===== config.mk =====
export PLATFORM = sky130hd
export DESIGN_NAME = card_deck_shuffle_deal_core
export DESIGN_NICKNAME = d
export VERILOG_FILES = /design/src/rtl/cdsd_pkg.sv /design/src/rtl/cdsd_ram.sv /design/src/rtl/cdsd_datapath.sv /design/src/rtl/cdsd_ctrl.sv /design/src/rtl/card_deck_shuffle_deal_core.sv
export SDC_FILE = /design/constraint.sdc
export NUM_CORES = 1
export LEC_CHECK = 0
export BUFFER_PORTS_ARGS = -buffer_cell sky130_fd_sc_hd__buf_2
export CAP_MARGIN = 20
export CORE_UTILIZATION = 65
export CTS_BUF_LIST = sky130_fd_sc_hd__clkbuf_2
export CTS_CLUSTER_SIZE = 16
export DETAILED_ROUTE_END_ITERATION = 8
export HOLD_SLACK_MARGIN = 0.1
export PLACE_DENSITY = 0.9
export SLEW_MARGIN = 20
export SYNTH_ARGS = -nofsm -noshare
export SYNTH_HDL_FRONTEND = slang
export SYNTH_SLANG_ARGS = --single-unit

===== constraint.sdc =====
create_clock -name clk -period 6.6 [get_ports clk]
set_input_delay 1.32 -clock clk [delete_from_list [all_inputs] [get_ports clk]]
set_output_delay 1.32 -clock clk [all_outputs]
set_load 0.01 [all_outputs]

===== src/rtl/cdsd_pkg.sv =====
// Shared types, constants and helpers for the card deck shuffle and deal block.
package cdsd_pkg;

    localparam int DECK_SIZE      = 52;
    localparam int LAST_POS       = DECK_SIZE - 1;
    localparam int RANKS_PER_SUIT = 13;
    localparam int CODE_W         = 6;
    localparam int RANK_W         = 4;
    localparam int SUIT_W         = 2;
    localparam int PASS_W         = 4;
    localparam int RND_W          = 31;
    localparam int DIV_CNT_W      = $clog2(RND_W);
    localparam int DEF_SHUFFLE_PASSES = 7;

    typedef enum logic [1:0] {
        KIND_INIT    = 2'd0,
        KIND_SHUFFLE = 2'd1,
        KIND_DEAL    = 2'd2
    } kind_t;

    typedef enum logic [3:0] {
        ST_IDLE,
        ST_DIV,
        ST_RDX,
        ST_RDY,
        ST_WRX,
        ST_WRY,
        ST_DEAL_RD,
        ST_DEAL_LATCH,
        ST_FINISH
    } state_t;

    typedef struct packed {
        logic capture;
        logic init;
        logic div_step;
        logic rd_x;
        logic rd_y;
        logic wr_x;
        logic wr_y;
        logic deal_rd;
        logic deal_latch;
        logic load_out;
    } cdsd_cmd_t;

    typedef struct packed {
        logic div_last;
        logic out_free;
    } cdsd_status_t;

    // Splits a card code into its suit; codes above the deck range map to the top suit.
    function automatic logic [SUIT_W-1:0] code_suit(input logic [CODE_W-1:0] code);
        logic [SUIT_W-1:0] s;
        if (code >= CODE_W'(3 * RANKS_PER_SUIT))
            s = 2'd3;
        else if (code >= CODE_W'(2 * RANKS_PER_SUIT))
            s = 2'd2;
        else if (code >= CODE_W'(RANKS_PER_SUIT))
            s = 2'd1;
        else
            s = 2'd0;
        return s;
    endfunction

    function automatic logic [RANK_W-1:0] code_rank(input logic [CODE_W-1:0] code);
        logic [CODE_W-1:0] base;
        base = CODE_W'(code_suit(code) * RANKS_PER_SUIT);
        return RANK_W'(code - base);
    endfunction

endpackage


===== src/rtl/cdsd_ram.sv =====
// Generic single-write, single-read RAM with registered read data.
module cdsd_ram #(
    parameter int WIDTH = 8,
    parameter int DEPTH = 64
) (
    input  logic                     clk,
    input  logic                     we,
    input  logic [$clog2(DEPTH)-1:0] waddr,
    input  logic [WIDTH-1:0]         wdata,
    input  logic                     re,
    input  logic [$clog2(DEPTH)-1:0] raddr,
    output logic [WIDTH-1:0]         rdata
);

    logic [WIDTH-1:0] mem [DEPTH];

    always_ff @(posedge clk)
    begin
        if (we)
        begin
            mem[waddr] <= wdata;
        end
        if (re)
        begin
            rdata <= mem[raddr];
        end
    end

endmodule


===== src/rtl/cdsd_datapath.sv =====
// Datapath: deck memory with valid bits, serial modulo unit, counters and output register.
module cdsd_datapath #(
    parameter int SHUFFLE_PASSES = cdsd_pkg::DEF_SHUFFLE_PASSES
) (
    input  logic                          clk,
    input  logic                          rst_n,
    input  cdsd_pkg::cdsd_cmd_t           cmd,
    output cdsd_pkg::cdsd_status_t        status,
    input  logic [1:0]                    kind,
    input  logic [cdsd_pkg::RND_W-1:0]    random_value,
    input  logic                          out_ready,
    output logic                          out_valid,
    output logic [cdsd_pkg::CODE_W-1:0]   card_code,
    output logic [cdsd_pkg::RANK_W-1:0]   card_rank,
    output logic [cdsd_pkg::SUIT_W-1:0]   card_suit,
    output logic                          shuffle_done
);

    import cdsd_pkg::*;

    logic [1:0]           kind_reg;
    logic [RND_W-1:0]     quo_reg;
    logic [CODE_W-1:0]    rem_reg, rem_next;
    logic [CODE_W-1:0]    div_reg;
    logic [DIV_CNT_W-1:0] cnt_reg;
    logic [CODE_W-1:0]    swap_reg, swap_next;
    logic [PASS_W-1:0]    pass_reg, pass_next;
    logic [CODE_W-1:0]    ptr_reg, ptr_next;
    logic                 done_reg, done_next;
    logic [CODE_W-1:0]    dx_reg;
    logic [CODE_W-1:0]    y_reg;
    logic [DECK_SIZE-1:0] valid_reg;
    logic [CODE_W-1:0]    rd_addr_reg;
    logic                 rd_valid_reg;
    logic                 out_valid_reg;
    logic [CODE_W-1:0]    code_reg;
    logic [RANK_W-1:0]    rank_reg;
    logic [SUIT_W-1:0]    suit_reg;
    logic                 sdone_reg;

    logic [CODE_W-1:0]    x_eff;
    logic [CODE_W-1:0]    ptr_inc;
    logic [CODE_W:0]      trial;
    logic                 trial_ge;
    logic                 ram_we, ram_re;
    logic [CODE_W-1:0]    ram_waddr, ram_wdata, ram_raddr, ram_q;
    logic [CODE_W-1:0]    rd_data;
    logic [CODE_W-1:0]    swap_inc;
    logic [PASS_W:0]      pass_inc;

    // Swap position is kept within range, but fold anything at or past the end back to zero.
    assign x_eff   = (swap_reg >= CODE_W'(LAST_POS)) ? '0 : swap_reg;
    assign ptr_inc = (ptr_reg == CODE_W'(LAST_POS)) ? '0 : ptr_reg + 1'b1;

    // One restoring-division step per cycle; only the remainder is kept.
    assign trial    = {rem_reg, quo_reg[RND_W-1]};
    assign trial_ge = trial >= {1'b0, div_reg};
    assign rem_next = trial_ge ? CODE_W'(trial - {1'b0, div_reg}) : trial[CODE_W-1:0];

    assign status.div_last = (cnt_reg == DIV_CNT_W'(RND_W - 1));
    assign status.out_free = !out_valid_reg || out_ready;

    // An entry not yet written since init or reset reads as its own index.
    assign rd_data = rd_valid_reg ? ram_q : rd_addr_reg;

    always_comb
    begin
        ram_re    = cmd.rd_x || cmd.rd_y || cmd.deal_rd;
        ram_raddr = x_eff;
        if (cmd.rd_y)
            ram_raddr = CODE_W'(x_eff + rem_reg);
        else if (cmd.deal_rd)
            ram_raddr = ptr_inc;
        ram_we    = cmd.wr_x || cmd.wr_y;
        ram_waddr = cmd.wr_y ? y_reg : x_eff;
        ram_wdata = cmd.wr_y ? dx_reg : rd_data;
    end

    cdsd_ram #(
        .WIDTH (CODE_W),
        .DEPTH (DECK_SIZE)
    ) u_deck (
        .clk   (clk),
        .we    (ram_we),
        .waddr (ram_waddr),
        .wdata (ram_wdata),
        .re    (ram_re),
        .raddr (ram_raddr),
        .rdata (ram_q)
    );

    // Counter update on init, on a deal read and at the end of a swap.
    always_comb
    begin
        swap_inc  = x_eff + 1'b1;
        pass_inc  = {1'b0, pass_reg} + 1'b1;
        swap_next = swap_reg;
        pass_next = pass_reg;
        ptr_next  = ptr_reg;
        done_next = 1'b0;
        if (cmd.init)
        begin
            swap_next = '0;
            pass_next = '0;
            ptr_next  = CODE_W'(LAST_POS);
        end
        else if (cmd.deal_rd)
        begin
            ptr_next = ptr_inc;
        end
        else if (cmd.wr_y)
        begin
            if (swap_inc >= CODE_W'(LAST_POS))
            begin
                swap_next = '0;
                if (pass_inc >= (PASS_W + 1)'(SHUFFLE_PASSES))
                begin
                    pass_next = '0;
                    ptr_next  = CODE_W'(LAST_POS);
                    done_next = 1'b1;
                end
                else
                begin
                    pass_next = pass_inc[PASS_W-1:0];
                end
            end
            else
            begin
                swap_next = swap_inc;
            end
        end
    end

    always_ff @(posedge clk or negedge rst_n)
    begin
        if (!rst_n)
        begin
            swap_reg      <= '0;
            pass_reg      <= '0;
            ptr_reg       <= CODE_W'(LAST_POS);
            valid_reg     <= '0;
            out_valid_reg <= 1'b0;
        end
        else
        begin
            swap_reg <= swap_next;
            pass_reg <= pass_next;
            ptr_reg  <= ptr_next;
            if (cmd.init)
                valid_reg <= '0;
            else if (ram_we)
                valid_reg[ram_waddr] <= 1'b1;
            if (cmd.load_out)
                out_valid_reg <= 1'b1;
            else if (out_ready)
                out_valid_reg <= 1'b0;
        end
    end

    always_ff @(posedge clk)
    begin
        if (cmd.capture)
        begin
            kind_reg <= kind;
            quo_reg  <= random_value;
            rem_reg  <= '0;
            div_reg  <= CODE_W'(DECK_SIZE) - x_eff;
            cnt_reg  <= '0;
        end
        else if (cmd.div_step)
        begin
            quo_reg <= {quo_reg[RND_W-2:0], 1'b0};
            rem_reg <= rem_next;
            cnt_reg <= cnt_reg + 1'b1;
        end
        if (ram_re)
        begin
            rd_addr_reg  <= ram_raddr;
            rd_valid_reg <= valid_reg[ram_raddr];
        end
        if (cmd.rd_y)
        begin
            dx_reg <= rd_data;
            y_reg  <= CODE_W'(x_eff + rem_reg);
        end
        else if (cmd.deal_latch)
        begin
            dx_reg <= rd_data;
        end
        if (cmd.wr_y)
            done_reg <= done_next;
        if (cmd.load_out)
        begin
            if (kind_reg == KIND_DEAL)
            begin
                code_reg <= dx_reg;
                rank_reg <= code_rank(dx_reg);
                suit_reg <= code_suit(dx_reg);
            end
            else
            begin
                code_reg <= '0;
                rank_reg <= '0;
                suit_reg <= '0;
            end
            sdone_reg <= (kind_reg == KIND_SHUFFLE) && done_reg;
        end
    end

    assign out_valid    = out_valid_reg;
    assign card_code    = code_reg;
    assign card_rank    = rank_reg;
    assign card_suit    = suit_reg;
    assign shuffle_done = sdone_reg;

endmodule


===== src/rtl/cdsd_ctrl.sv =====
// Controller: sequences init, shuffle swap and deal requests over the datapath.
module cdsd_ctrl (
    input  logic                   clk,
    input  logic                   rst_n,
    input  logic                   in_valid,
    output logic                   in_ready,
    input  logic [1:0]             kind,
    input  cdsd_pkg::cdsd_status_t status,
    output cdsd_pkg::cdsd_cmd_t    cmd
);

    import cdsd_pkg::*;

    state_t state_reg, state_next;

    always_ff @(posedge clk or negedge rst_n)
    begin
        if (!rst_n)
            state_reg <= ST_IDLE;
        else
            state_reg <= state_next;
    end

    always_comb
    begin
        state_next = state_reg;
        cmd        = '0;
        in_ready   = 1'b0;
        unique case (state_reg)
            ST_IDLE:
            begin
                in_ready = 1'b1;
                if (in_valid)
                begin
                    cmd.capture = 1'b1;
                    if (kind == KIND_INIT)
                    begin
                        cmd.init   = 1'b1;
                        state_next = ST_FINISH;
                    end
                    else if (kind == KIND_SHUFFLE)
                        state_next = ST_DIV;
                    else if (kind == KIND_DEAL)
                        state_next = ST_DEAL_RD;
                    else
                        state_next = ST_FINISH;
                end
            end
            ST_DIV:
            begin
                cmd.div_step = 1'b1;
                if (status.div_last)
                    state_next = ST_RDX;
            end
            ST_RDX:
            begin
                cmd.rd_x   = 1'b1;
                state_next = ST_RDY;
            end
            ST_RDY:
            begin
                cmd.rd_y   = 1'b1;
                state_next = ST_WRX;
            end
            ST_WRX:
            begin
                cmd.wr_x   = 1'b1;
                state_next = ST_WRY;
            end
            ST_WRY:
            begin
                cmd.wr_y   = 1'b1;
                state_next = ST_FINISH;
            end
            ST_DEAL_RD:
            begin
                cmd.deal_rd = 1'b1;
                state_next  = ST_DEAL_LATCH;
            end
            ST_DEAL_LATCH:
            begin
                cmd.deal_latch = 1'b1;
                state_next     = ST_FINISH;
            end
            ST_FINISH:
            begin
                if (status.out_free)
                begin
                    cmd.load_out = 1'b1;
                    state_next   = ST_IDLE;
                end
            end
            default:
            begin
                state_next = ST_IDLE;
            end
        endcase
    end

endmodule


===== src/rtl/card_deck_shuffle_deal_core.sv =====
// Top level of the card deck shuffle and deal block.
// A request on the input channel (in_valid/in_ready) carries kind and random_value.
// Kind 0 refills the deck in order and clears the shuffle counters, kind 1 performs
// one Fisher-Yates swap, kind 2 deals the next card, and any other kind returns zeros.
// Every request yields exactly one result on the output channel (out_valid/out_ready):
// card_code, card_rank and card_suit for a deal, shuffle_done on the last swap of a shuffle.
// Requests are handled one at a time. After acceptance an init or unused kind goes
// straight to its finish step, a deal reads and latches the next card, and a shuffle
// swap runs the bit-serial remainder unit and then the two reads and two writes of the swap
// through the single write port and single read port of the deck memory.
// A new request can be accepted in the cycle after the previous result is loaded.
// The output register holds a result until it is taken; while the receiver stalls,
// the next request is still accepted and worked on, and waits in its last step.
// Reset, or an init request, marks every deck entry unwritten so that it reads as
// its own index, giving an ordered deck at once; no clearing pass is needed.
// After reset the deal pointer is 51, so the first deal reads deck position 0 (card 0 if no swap has run).
module card_deck_shuffle_deal_core #(
    parameter int SHUFFLE_PASSES = cdsd_pkg::DEF_SHUFFLE_PASSES
) (
    input  logic                        clk,
    input  logic                        rst_n,
    input  logic                        in_valid,
    output logic                        in_ready,
    input  logic [1:0]                  kind,
    input  logic [cdsd_pkg::RND_W-1:0]  random_value,
    output logic                        out_valid,
    input  logic                        out_ready,
    output logic [cdsd_pkg::CODE_W-1:0] card_code,
    output logic [cdsd_pkg::RANK_W-1:0] card_rank,
    output logic [cdsd_pkg::SUIT_W-1:0] card_suit,
    output logic                        shuffle_done
);

    import cdsd_pkg::*;

    cdsd_cmd_t    cmd;
    cdsd_status_t status;

    cdsd_ctrl u_ctrl (
        .clk      (clk),
        .rst_n    (rst_n),
        .in_valid (in_valid),
        .in_ready (in_ready),
        .kind     (kind),
        .status   (status),
        .cmd      (cmd)
    );

    cdsd_datapath #(
        .SHUFFLE_PASSES (SHUFFLE_PASSES)
    ) u_datapath (
        .clk          (clk),
        .rst_n        (rst_n),
        .cmd          (cmd),
        .status       (status),
        .kind         (kind),
        .random_value (random_value),
        .out_ready    (out_ready),
        .out_valid    (out_valid),
        .card_code    (card_code),
        .card_rank    (card_rank),
        .card_suit    (card_suit),
        .shuffle_done (shuffle_done)
    );

endmodule

==> flow_summary.toml, run 1 <==
[logic_synthesis]
synthCells = 1676
synth-edff-count = 390
synth.avg_cell_area_um2 = 12.5
ys_ff_latch = 474
yosysWarnings = 0
synth-async-reset-ratio = 0.154
synthTopCellsByCount = "390 x edfxtp_1, 334 x nand2_1, 95 x nor2_1"
netlist_area_um2 = 21000
synth.distinct_cells = 79
synth_ff_type = "edfxtp_1"
ys_seq_area_frac = 0.656
yosysTopAreaCell = "edfxtp_1"
synth.most_common_cell = "edfxtp_1"
yosysTopAreaCellShare = 0.558
synth.top_cells.by_area = "edfxtp_1 56%, dfrtp_1 8.2%, nand2_1 6.0%, o21a_1 2.1%, nand3_1 2.0%"
synth_nets = 1741

[finish]
multi_input_area_um2 = 6580
fillCellCount = 1952
final-seq-area_um2 = 13800
final_layout_size_suffix_gt1_frac = 0.158
largest_reg_flops = 312
num-nets-final = 1815
syn2layout_area_growth_pct = 7.10

[setup_path]
path_class = "reg -> reg"
cp_max_fo = 84
cp_num_buf_inv = 3
endpoint_kind = "flip-flop"
critical_path_required_ps = 7410
crit_arrival_ps = 5530
worstSetupStartpointType = "flip-flop"
cp_slowest_cell = "buf_4"
critPathTopFamily = "compound AO/OA/AOI/OAI gates"
slowest_delay_ps = 880
path_cells = "nand2_1, o21ai_0, inv_1, ha_1, and2_1, nor3_4, buf_4, buf_4, nand2_1, a311oi_1, a31oi_1, o211a_1, o221ai_1"

[global_route]
grt_pass1_vias = 14700
grt_max_degree = 88
grt_overflow_total = 0
antenna_found_initial = 2
grt_use_total = 0.309
grt_pass1_wl_um = 78400

[hold_path]
hold_class = "in -> async"

[clocking]
root_buffer = "clkbuf_2"
h-tree-depth = 3
clockBufferDepth = 3
cts_tree = "yes"
cts_buffers = 107
cts_resized = 0
clk_pin_slew_worst_paths_ps = 120
clock_latency_ps = 990
postCtsSetupBuffers = 0
cts.sinks = 474
hold_buffers = 0

[sta]
tightest_slew_ps = 1100
hold_viol_final = 0
clock_skew_ps = 86.9
setup_violations = 0
fmax_mhz = 212
relSlewSlack = 0.266
maxSlewViolCount = 0
grt_setup_unrepaired = "no"
fin_setup_tns_ps = 0
period_needed_ps = 4720
finalCritPeriodShare = 0.715

[pwr]
vdd_drop_max_mv = 0.432
cellPowerDensity_nw_per_um2 = 488
finalPower_mw = 11.0
p_leak_nw = 8.37

[detailed_routing]
drc = 0
wl_met3_um = 5820
top_layer = "met5"
post_drt_wl_per_cell_um = 22.4
drt_iter0_markers = 2043
drt-met1-wl_um = 18300
vias = 14800
final_antenna_net_count = 0
drt-total-wl_um = 50100
wl_met2_um = 24000
vias_per_cell = 6.61
dr.pass1.iters = 9

[floorplanning]
core_area_um2 = 31600
start_util = 0.663
ios = 52
die_area_um2 = 33000
die_x_um = 182
fp.dieH_um = 182
fp-row-count = 65

[place]
gp_congestion = 0.935
hpwlAfterDp_um = 30500
port_buffers = 51

[status]
outcome = "completed"

[run]
cap_viol_max_count = 0
[metal layers]
metal | vias to the layer above | GRT usage
li1 | 6479 | -
met1 | 7180 | 0.389
met2 | 949 | 0.500
met3 | 186 | 0.0899
met4 | 2 | 0.139
met5 | - | 0
[path summary, 6_finish.rpt]
| check | slack [ps] | cells past startpoint | endpoint | start |
|---|---|---|---|---|
| max in group asynchronous | 5280 | 2 | u_datapath.swap_reg[5] | rst_n |
| hold / removal | 200 | 1 | u_datapath.valid_reg[21] | rst_n |
| setup / recovery | 1880 | 13 | u_datapath.u_deck.rdata[5] | u_datapath.swap_reg[5] |
| hold reg to reg | 490 | 2 | u_datapath.cnt_reg[0] | u_datapath.cnt_reg[0] |
| setup reg to reg | 1880 | 13 | u_datapath.u_deck.rdata[5] | u_datapath.swap_reg[5] |
| min in group clk | 490 | 2 | u_datapath.cnt_reg[0] | u_datapath.cnt_reg[0] |
[cells in the final DEF (no fill, tap or decap), types with 6 or more instances in the layout]
cell type and count:
a211oi_1 42, a21o_1 6, a21oi_1 35, a221oi_1 9
a311o_1 12, a311oi_1 46, a31oi_1 15, and2_1 8
and3_1 9, buf_2 50, buf_4 24, clkbuf_2 158
clkinv_1 28, clkinv_2 6, dfrtp_1 69, dfxtp_1 11
edfxtp_1 390, ha_1 26, inv_1 33, mux2_2 15
mux2i_1 36, mux4_2 7, nand2_1 333, nand2b_1 6
nand3_1 82, nor2_1 95, nor2b_1 6, nor3_1 10
nor4b_1 40, o211ai_1 9, o21a_1 58, o21ai_0 31
o31ai_1 9, xnor2_1 17
[power breakdown]
| group | internal (mW) | leakage, nW | switching (mW) | total, mW |
|---|---|---|---|---|
| clock | 0.723 | 0.749 | 1.14 | 1.87 |
| sequential | 4.25 | 4.62 | 0.285 | 4.53 |
| combinational | 1.41 | 3.00 | 3.16 | 4.58 |
| total | 6.38 | 8.37 | 4.59 | 11.0 |
[logic make-up (layout without fill, tap and decap cells)]
| logic type | after synthesis | after routing | share of synthesized area |
|---|---|---|---|
| and+or+nand+nor | 614 | 614 | 0.133 |
| adders and majority gates | 28 | 28 | 0.0174 |
| buffers and inverters | 150 | 310 | 0.0323 |
| other | 0 | 1 | 0 |
| xor gates and xnor gates | 22 | 22 | 0.00918 |
| AOI/OAI and AO/OA | 329 | 329 | 0.118 |
| muxes | 59 | 59 | 0.0335 |
| DFF | 474 | 474 | 0.656 |
[per-stage QoR]
step | setup WS, ps | util | area, um2 | hold slack (ps) | cells
final | 1880 | 0.710 | 22500 | 196 | 2239
after global routing | 1600 | 0.710 | 22500 | 133 | 2239
after CTS | 1950 | 0.709 | 22400 | 134 | 2237
after detailed placement | 2060 | 0.678 | 21400 | 479 | 2042
after global placement | 2210 | 0.678 | 21400 | 470 | 2042
after floorplan | 3170 | - | 21000 | 456 | 1676
[layout make-up]
type	count	share of cell area
diodes	1	0.000111
clock buffers	158	0.0352
clock inverters	37	0.00952
inverters	40	0.00741
multi-input cells	1052	0.293
flip-flops and latches	474	0.613
well taps	402	0.0224
repair buffers	75	0.0200
Power figures use the tool's default switching activity.
==> run 2: changes to the inputs <==
--- a/config.mk
+++ b/config.mk
@@ -7,12 +7,12 @@
 export LEC_CHECK = 0
 export BUFFER_PORTS_ARGS = -buffer_cell sky130_fd_sc_hd__buf_2
 export CAP_MARGIN = 20
-export CORE_UTILIZATION = 65
+export CORE_UTILIZATION = 59
 export CTS_BUF_LIST = sky130_fd_sc_hd__clkbuf_2
 export CTS_CLUSTER_SIZE = 16
 export DETAILED_ROUTE_END_ITERATION = 8
 export HOLD_SLACK_MARGIN = 0.1
-export PLACE_DENSITY = 0.9
+export PLACE_DENSITY = 0.87
 export SLEW_MARGIN = 20
 export SYNTH_ARGS = -nofsm -noshare
 export SYNTH_HDL_FRONTEND = slang
==> constraint.sdc (replaced) <==
create_clock -name clk -period 4.1 [get_ports clk]
set_input_delay 0.82 -clock clk [delete_from_list [all_inputs] [get_ports clk]]
set_output_delay 0.82 -clock clk [all_outputs]
set_load 0.01 [all_outputs]
==> run 2 against run 1 <==
  * Cell area is 2.8% higher
  * Global-route usage is 1.2 points lower
  * Die area is 10% higher
  * Critical path type unchanged
==> flow_summary.toml, run 2 (synthesis gave the netlist of run 1 again) <==
[place]
port_buffers = 51
postPlaceCellArea_um2 = 21800
gp_congestion = 0.875
hpwlAfterDp_um = 32800

[clocking]
cts.sinks = 474
clock_latency_ps = 1050
root_buffer = "clkbuf_2"
clk_pin_slew_worst_paths_ps = 100
clockBufferDepth = 3
postCtsSetupBuffers = 0
cts_buffers = 111
h-tree-depth = 3
cts_resized = 0
cts_tree = "yes"

[setup_path]
timing.rr.start = "u_datapath.swap_reg[2]"
rrSetupSlack_ps = 290
endpoint_kind = "flip-flop"
cp_slowest_cell = "a21oi_1"
critical_path.endpoint = "u_datapath.rd_valid_reg"
worstSetupStartpointType = "flip-flop"
rr_worst_depth = 12
crit_arrival_ps = 4610
critPathLaunch = "u_datapath.swap_reg[2]"
cp_num_buf_inv = 2
path_depth = 12
slowest_delay_ps = 470
r2r-end = "u_datapath.rd_valid_reg"
critPathTopFamily = "compound AO/OA/AOI/OAI gates"
critical_path_required_ps = 4900
path_class = "reg -> reg"
cp_max_fo = 15
path_cells = "buf_4, a211o_1, a21oi_1, ha_1, and2_1, or3b_1, mux2_4, and2_4, clkinv_8, mux2i_1, o311a_1, o211ai_2"

[sta]
finalCritPeriodShare = 0.929
fin_setup_tns_ps = 0
clock_skew_ps = 134
period_needed_ps = 3810
tightest_slew_ps = 976
hold_ws_ps = 163
grt_setup_unrepaired = "no"
setup_violations = 0
relSlewSlack = 0.347
hold_viol_final = 0
fmax_mhz = 263
maxSlewViolCount = 0

[floorplanning]
start_util = 0.603
core_area_um2 = 34800
die_area_um2 = 36300
fp.dieH_um = 191
fp-row-count = 68
die_x_um = 191
ios = 52

[global_route]
grt_overflow_total = 0
antenna_found_initial = 2
grt_pass1_vias = 14700
grt_use_total = 0.297
grt_pass1_wl_um = 81600
grt_max_degree = 120

[pwr]
vdd_drop_max_mv = 0.582
finalPower_mw = 18.1
cellPowerDensity_nw_per_um2 = 785
p_leak_nw = 8.68

[finish]
syn2layout_area_growth_pct = 10.1
num-nets-final = 1871
final_common_cell = "edfxtp_1"
final_cell_area_um2 = 23100
largest_reg_flops = 312
mostFrequentLayoutCells = "390 x edfxtp_1, 333 x nand2_1, 162 x clkbuf_2"
final_layout_size_suffix_gt1_frac = 0.170

[detailed_routing]
drc = 0
post_drt_wl_per_cell_um = 22.6
final_antenna_net_count = 0
dr.pass1.iters = 6
drt-total-wl_um = 53300
drt_iter0_markers = 2023
vias_per_cell = 6.42
vias = 15200

[status]
outcome = "completed"

[run]
cap_viol_max_count = 0

[hold_path]
hold_class = "in -> reg"
## run 2: final cells by class
type | count | area [um2]
multi-input combinational | 1052 | 6580
timing repair buffer | 127 | 947
inverter | 40 | 166
sequential | 474 | 13800
clock buffer | 162 | 811
fill | 2426 | 11700
tap | 455 | 569
clock inverter | 49 | 258
antenna | 2 | 5.00
## run 2: metal layers
| metal | wire length (um) | GRT usage |
|---|---|---|
| met1 | 19900 | 0.385 |
| met2 | 25100 | 0.469 |
| met3 | 6190 | 0.0771 |
| met4 | 2170 | 0.142 |
| met5 | 0 | 0 |
## run 2: worst min-delay path by stage
stage | end | slack (ps) | depth (start not counted) | start
3_3_place_gp | u_datapath.valid_reg[21] | 470 | 1 | u_datapath.valid_reg[21]
2_1_floorplan | u_datapath.valid_reg[36] | 460 | 1 | u_datapath.valid_reg[36]
5_1_grt | u_datapath.quo_reg[23] | 120 | 3 | random_value[23]
4_1_cts | u_datapath.quo_reg[23] | 100 | 3 | random_value[23]
3_5_place_dp | u_datapath.valid_reg[22] | 480 | 1 | u_datapath.valid_reg[22]
6_report | u_datapath.quo_reg[23] | 160 | 3 | random_value[23]
## run 2: stage by stage
stage                util  cells  setup slack [ps]
floorplan               -   1676               669
global placement    0.627   2127               381
detailed placement  0.627   2127               337
CTS                 0.663   2359               386
global route        0.664   2361               113
finish              0.664   2361               291
## run 2: worst register-to-register path, stage by stage, from the launching register on
cell      delay [ps]
dfrtp_1          410
buf_4            190
a211o_1          370
a21oi_1          470
ha_1             310
and2_1           180
or3b_1           370
mux2_4           300
and2_4           230
clkinv_8         130
mux2i_1          370
o311a_1          250
o211ai_2          80
## run 2: power breakdown
part | internal [mW] | switching (mW) | leakage [nW] | total, mW
registers | 6.82 | 0.371 | 4.62 | 7.19
clock network | 1.21 | 1.89 | 0.787 | 3.09
logic | 2.50 | 5.34 | 3.27 | 7.84
total | 10.5 | 7.60 | 8.68 | 18.1
## run 2: timing repair
action	in CTS	in global routing
hold buffers	21	0
setup endpoints to repair	0	0
hold endpoints to repair	89	0
